## config.mk

```make
export PLATFORM = sky130hd
export DESIGN_NAME = bsmcu_addr
export DESIGN_NICKNAME = d
export VERILOG_FILES = /design/src/rtl/bsmcu_pkg.sv /design/src/rtl/bsmcu_addr.sv
export SDC_FILE = /design/constraint.sdc
export NUM_CORES = 1
export LEC_CHECK = 0
export BUFFER_PORTS_ARGS = -buffer_cell sky130_fd_sc_hd__clkbuf_2
export CORE_AREA = 8 8 45 47
export CTS_BUF_LIST = sky130_fd_sc_hd__clkbuf_8 sky130_fd_sc_hd__clkbuf_16
export CTS_CLUSTER_DIAMETER = 50
export DETAILED_ROUTE_END_ITERATION = 12
export DIE_AREA = 0 0 53 55
export PLACE_DENSITY = 0.68
export SLEW_MARGIN = 20
export SYNTH_ARGS = -nofsm -noshare
export SYNTH_HDL_FRONTEND = slang
export SYNTH_SLANG_ARGS = --single-unit
```

## constraint.sdc

```tcl
create_clock -name clk -period 1.01 [get_ports clk]
set_input_delay 0.1515 -clock clk [delete_from_list [all_inputs] [get_ports clk]]
set_output_delay 0.1515 -clock clk [all_outputs]
set_load 0.03 [all_outputs]
```

## src/rtl/bsmcu_pkg.sv

```systemverilog
package bsmcu_pkg;

  // Width of one memory word and of each accumulator.
  localparam int WORD_W = 16;

  typedef logic [WORD_W-1:0] word_t;

  typedef enum logic [2:0] {
    KIND_LDB    = 3'd0,
    KIND_STB    = 3'd1,
    KIND_BMOVE  = 3'd2,
    KIND_WMOVE  = 3'd3,
    KIND_BCMP   = 3'd4,
    KIND_MWRITE = 3'd5,
    KIND_MREAD  = 3'd6,
    KIND_NOP    = 3'd7
  } kind_t;

  typedef enum logic [2:0] {
    ST_IDLE,
    ST_ADDR,
    ST_READ,
    ST_CAPT,
    ST_WRITE,
    ST_DONE
  } state_t;

  // Which address the current memory access uses.
  typedef enum logic [1:0] {
    ACC_SRC,
    ACC_XLAT,
    ACC_DST,
    ACC_MEM
  } acc_t;

  // Instruction times in nanoseconds.
  localparam logic [13:0] T_LDB_ODD     = 14'd3100;
  localparam logic [13:0] T_LDB_EVEN    = 14'd3700;
  localparam logic [13:0] T_STB_ODD     = 14'd4400;
  localparam logic [13:0] T_STB_EVEN    = 14'd5000;
  localparam logic [13:0] T_BMOVE_EE    = 14'd7900;
  localparam logic [13:0] T_BMOVE_OE    = 14'd6700;
  localparam logic [13:0] T_BMOVE_XO    = 14'd7300;
  localparam logic [13:0] T_XLAT_ODD    = 14'd3100;
  localparam logic [13:0] T_XLAT_EVEN   = 14'd2500;
  localparam logic [13:0] T_WMOVE       = 14'd2700;
  localparam logic [13:0] T_MOVE_ZERO   = 14'd1500;
  localparam logic [13:0] T_BCMP_EE     = 14'd7500;
  localparam logic [13:0] T_BCMP_OE     = 14'd6200;
  localparam logic [13:0] T_BCMP_XO     = 14'd6800;
  localparam logic [13:0] T_BCMP_ZERO   = 14'd1200;
  localparam logic [13:0] T_NONE        = 14'd0;

endpackage

```

## src/rtl/bsmcu_addr.sv

```systemverilog
module bsmcu_addr
  import bsmcu_pkg::*;
#(
  parameter int MEM_WORDS = 32768,
  parameter int AW        = $clog2(MEM_WORDS)
) (
  input  logic          clk,
  input  logic          load,
  input  word_t         addr_in,
  output logic [AW-1:0] addr_out
);

  // Number of conditional subtract steps needed to bring any 16-bit value
  // below MEM_WORDS (restoring reduction, largest multiple first).
  localparam int QBITS = $clog2((65535 / MEM_WORDS) + 1);
  localparam logic [WORD_W:0] MW = (WORD_W+1)'(MEM_WORDS);

  logic [WORD_W:0] rem;
  logic [AW-1:0]   addr_r;

  always_comb begin
    rem = {1'b0, addr_in};
    for (int k = QBITS - 1; k >= 0; k--) begin
      if (rem >= (MW << k)) begin
        rem = rem - (MW << k);
      end
    end
  end

  always_ff @(posedge clk) begin
    if (load) begin
      addr_r <= rem[AW-1:0];
    end
  end

  assign addr_out = addr_r;

endmodule

```

==> results.json, run 1 <==
{
  "status": "finished clean",
  "worst_path_max_delay_cell": "edfxtp_1",
  "post_cts_buffers": 0,
  "grt_max_degree": 16,
  "initial_core_util_pct": 32.5,
  "min_period_over_period_pct": 93.8,
  "place_congestion": 0.623,
  "synth.largest_area_cell": "edfxtp_1",
  "cp.required_ns": 0.86,
  "clk_pin_slew_ns": 0.05,
  "slew_headroom_pct": 76.3,
  "fin_crit_ns": 0.947,
  "synthDistinctLibCells": 1,
  "setup_viol": 0,
  "die_y_um": 55,
  "critPathCaptureType": "primary output",
  "async_reset_ff_share_pct": 0,
  "fillers": 124,
  "cts_resized": 0,
  "multi_input_area_um2": 0,
  "crit_path_max_incr_delay_ns": 0.36,
  "detail_route.iter0.violations": 6,
  "cp_top_family": "flip-flops",
  "synth_top_area_share_pct": 100,
  "cp_num_cells": 1,
  "io_pins": 33,
  "crit_chain": "clkbuf_2",
  "cts_inserted_buffers": 3,
  "synth-edff-count": 15,
  "finalHoldViolCount": 0,
  "synthCells": 15,
  "ant_nets": 0,
  "yosys_register_bits": 15,
  "hold_buffers": 0,
  "synth_most_common_cell": "edfxtp_1",
  "yosys-top-cells-area": "edfxtp_1 100%",
  "avgSynthCellArea_um2": 30.0,
  "cap_violations": 0,
  "ys_top_cells_by_count": "15 x edfxtp_1",
  "portBuffers": 31,
  "hp-class": "in2reg",
  "layout-drive-gt1-share_pct": 68.0,
  "worst_slack_ns": 0.0626,
  "grt_setup_unrepaired": "no",
  "drv_slew": 0,
  "final_nets": 69,
  "dp_slack_ns": 0.197,
  "crit_path_start_kind": "flop",
  "synth_warnings": 0,
  "largest_reg_flops": 15,
  "p_leak_nw": 0.302,
  "arrival_ns": 0.80,
  "areaGrowthSynthToFinish_pct": 48.9,
  "clockBufferDepth": 2,
  "die-area_um2": 2920,
  "grt_usage_pct": 5.95,
  "fmax_mhz": 1060,
  "cp_max_fo": 1,
  "p_total_mw": 1.38,
  "ir_worst_vdd_uv": 929,
  "seq_area_um2": 450,
  "wl_per_cell_um": 13.1,
  "die_x_um": 53,
  "critPathKind": "reg2out",
  "yosysSeqAreaShare_pct": 100,
  "crit_start": "addr_out[3]",
  "clockRootBuffer": "clkbuf_8",
  "syn-cell-area_um2": 450,
  "synth_flop_cell": "edfxtp_1",
  "antenna_found_initial": 0,
  "overflow": 0,
  "std_cell_rows": 14,
  "setup_tns_ns": 0,
  "drcViolationCount": 0,
  "grt_pass1_wl_um": 1180,
  "routed_wl_um": 864,
  "grt_pass1_vias": 276,
  "viasPerCell": 4.14,
  "drt_first_pass_iters": 5,
  "insertedDiodeCount": 0,
  "vias": 273,
  "p_per_area_nw_per_um2": 2060,
  "crit_end": "addr_out[3]",
  "coreArea_um2": 1380,
  "worst_pin_slew_ns": 0.356,
  "multi_input_gates": 0,
  "cts_sinks": 15,
  "syn-num-nets": 33,
  "crit_buf_inv": 1,
  "final_util_pct": 48.5,
  "htreeDepth": 1,
  "cts_tree": "yes"
}
area by class of cell:
type                    count  share of cell area [%]
flip-flops and latches     15                    67.2
repair buffers             31                    23.1
well taps                  16                    2.99
clock buffers               3                    6.16
clock inverters             1                   0.560
power by group:
| part | leakage (nW) | switching [mW] | internal, mW | total [mW] |
|---|---|---|---|---|
| registers | 0.147 | 0.0115 | 0.740 | 0.752 |
| logic | 0.129 | 0.131 | 0.0513 | 0.183 |
| clock network | 0.0269 | 0.180 | 0.268 | 0.448 |
| total | 0.302 | 0.322 | 1.06 | 1.38 |
layer usage:
| layer | vias to the layer above | track usage [%] | part of all wire [%] |
|---|---|---|---|
| met5 | - | 0 | 0 |
| met4 | 0 | 5.17 | 0 |
| met3 | 0 | 4.01 | 16 |
| met2 | 20 | 9.18 | 47 |
| met1 | 124 | 5.27 | 38 |
| li1 | 129 | - | - |
per-stage QoR:
stage | hold slack [ns] | area [µm²] | std cells
2_1_floorplan | 0.250 | 450 | 15
3_3_place_gp | 0.328 | 626 | 62
3_5_place_dp | 0.331 | 626 | 62
4_1_cts | 0.0780 | 671 | 66
5_1_grt | 0.0739 | 671 | 66
6_report | 0.0848 | 671 | 66
worst min path at each step:
stage           startpoint           end  slack [ns]  cells past startpoint
6_report       addr_in[10]  addr_out[10]        0.08                      1
5_1_grt        addr_in[12]  addr_out[12]        0.07                      1
4_1_cts        addr_in[10]  addr_out[10]        0.08                      1
3_5_place_dp   addr_in[10]  addr_out[10]        0.33                      1
3_3_place_gp   addr_in[12]  addr_out[12]        0.33                      1
2_1_floorplan   addr_in[0]   addr_out[0]        0.25                      0
cell families after synthesis:
family	after synthesis	share of synthesized area [%]
flops	15	100
placed cells by master (no fill, tap or decap):
cell type / netlist / final
inv_1: 0 / 1
clkbuf_8: 0 / 3
clkbuf_2: 0 / 31
edfxtp_1: 15 / 15
Note: power is estimated with default switching activity, not from simulation.
==> run 2: changes to the inputs <==
--- a/config.mk
+++ b/config.mk
@@ -7,11 +7,11 @@
 export LEC_CHECK = 0
 export BUFFER_PORTS_ARGS = -buffer_cell sky130_fd_sc_hd__clkbuf_2
 export CORE_AREA = 8 8 45 47
-export CTS_BUF_LIST = sky130_fd_sc_hd__clkbuf_8 sky130_fd_sc_hd__clkbuf_16
+export CTS_BUF_LIST = sky130_fd_sc_hd__clkbuf_2
 export CTS_CLUSTER_DIAMETER = 50
 export DETAILED_ROUTE_END_ITERATION = 12
 export DIE_AREA = 0 0 53 55
-export PLACE_DENSITY = 0.68
+export PLACE_DENSITY = 0.71
 export SLEW_MARGIN = 20
 export SYNTH_ARGS = -nofsm -noshare
 export SYNTH_HDL_FRONTEND = slang
==> constraint.sdc (replaced) <==
create_clock -name clk -period 0.82 [get_ports clk]
set_input_delay 0.123 -clock clk [delete_from_list [all_inputs] [get_ports clk]]
set_output_delay 0.123 -clock clk [all_outputs]
set_load 0.03 [all_outputs]
==> results.json, run 2 (same netlist as run 1, synthesis figures left out) <==
{
  "drcViolationCount": 0,
  "die_y_um": 55,
  "die_x_um": 53,
  "pwr-share-comb_pct": 22.8,
  "p_leak_nw": 0.410,
  "areaGrowthSynthToFinish_pct": 110,
  "switching_share_pct": 26.3,
  "htreeDepth": 1,
  "critPathCaptureType": "primary output",
  "io_pins": 33,
  "grt_pass1_wl_um": 1610,
  "arrival_ns": 0.88,
  "largest_reg_flops": 15,
  "violations": "negative setup slack",
  "multi_input_gates": 0,
  "grt_pass1_vias": 377,
  "drv_slew": 0,
  "cap_violations": 0,
  "vias": 343,
  "clockRootBuffer": "clkbuf_2",
  "p_clk_share_pct": 20.9,
  "crit_chain": "clkbuf_8",
  "drt_first_pass_iters": 2,
  "hp-class": "in2reg",
  "seqPwrFrac_pct": 56.3,
  "overflow": 0,
  "ir_worst_vdd_uv": 1170,
  "layout-drive-gt1-share_pct": 55.2,
  "portBuffers": 31,
  "p_per_area_nw_per_um2": 1760,
  "finalHoldViolCount": 0,
  "clk_pin_slew_ns": 0.16,
  "wl_per_cell_um": 13.3,
  "cts_inserted_buffers": 3,
  "place_congestion": 0.645,
  "worst_path_max_delay_cell": "edfxtp_1",
  "holdWs_ns": 0.174,
  "fin_area_um2": 945,
  "dp_slack_ns": 0.142,
  "coreArea_um2": 1380,
  "setup_viol": 15,
  "multi_input_area_um2": 0,
  "worst_pin_slew_ns": 0.160,
  "grt_max_degree": 14,
  "crit_path_start_kind": "flop",
  "post_cts_buffers": 0,
  "final_util_pct": 68.3,
  "p_total_mw": 1.66,
  "cp_max_fo": 1,
  "grt_usage_pct": 7.85,
  "ant_nets": 0,
  "insertedDiodeCount": 0,
  "crit_buf_inv": 1,
  "final_nets": 86,
  "layout_common_cells": "19 x clkbuf_2, 15 x edfxtp_1, 15 x dlygate4sd3_1",
  "seq_area_um2": 450,
  "cts_tree": "yes",
  "status": "finished, violations left",
  "p_int_mw": 1.22,
  "detail_route.iter0.violations": 3,
  "std_cell_rows": 14,
  "routed_wl_um": 1110,
  "power_switching_mw": 0.437,
  "antenna_found_initial": 0,
  "worst_slack_ns": -0.188,
  "slew_headroom_pct": 89.3,
  "layout_commonest_cell": "clkbuf_2",
  "cts_sinks": 15,
  "fin_crit_ns": 1.01,
  "cp_top_family": "flip-flops",
  "fillers": 96,
  "die-area_um2": 2920,
  "clockBufferDepth": 2,
  "fmax_mhz": 993,
  "cp.required_ns": 0.70,
  "min_period_over_period_pct": 123,
  "critPathKind": "reg2out",
  "viasPerCell": 4.13,
  "grt_setup_unrepaired": "yes",
  "crit_path_max_incr_delay_ns": 0.42,
  "initial_core_util_pct": 32.5,
  "placed_area_um2": 653
}
## run 2: cell types whose count changed in the layout (fill, tap and decap cells not counted)
cell / previous run / this run
dlygate4sd3_1: 0 / 15
inv_1: 1 / 0
buf_4: 0 / 1
clkbuf_8: 3 / 11
clkinv_2: 0 / 1
buf_12: 0 / 1
clkbuf_2: 31 / 19
buf_6: 0 / 4
## run 2: path summary, 6_finish.rpt
check | start | end | slack, ns | cells after the start
worst min-delay path | load | addr_out[11] | 0.17 | 2
worst max-delay path | addr_out[10] | addr_out[10] | -0.19 | 1
## run 2: cell type report
type	count	share of cell area (%)
Timing Repair Buffer	48	48.1
Sequential cell	15	47.7
Tap cell	16	2.12
Clock buffer	3	1.59
Clock inverter	1	0.530
## run 2: routing by layer
metal	share of wire, %	up-vias	GRT usage (%)
li1	-	163	-
met1	34	158	6.72
met2	52	20	13.9
met3	13	2	4.28
met4	0.36	0	5.17
met5	0	-	0
## run 2: power groups by stage
stage / logic, mW / clock network, mW / registers (mW)
3_3_place_gp: 0.243 / 0 / 0.940
4_1_cts: 0.344 / 0.362 / 0.931
2_1_floorplan: 0 / 0 / 1.07
3_5_place_dp: 0.244 / 0 / 0.942
5_1_grt: 0.397 / 0.398 / 0.940
6_report: 0.379 / 0.348 / 0.934
## run 2: metrics by stage
step / std cells / TNS, ns
floorplan: 15 / 0
global placement: 64 / 0
detailed placement: 64 / 0
CTS: 76 / -2.54
global route: 83 / -3.12
finish: 83 / -2.28
## run 2: timing repair
action                     4_1_cts  5_1_grt
hold endpoints to repair         8        7
setup endpoints to repair       15       15
hold buffers                     8        7
resized for setup               26        8
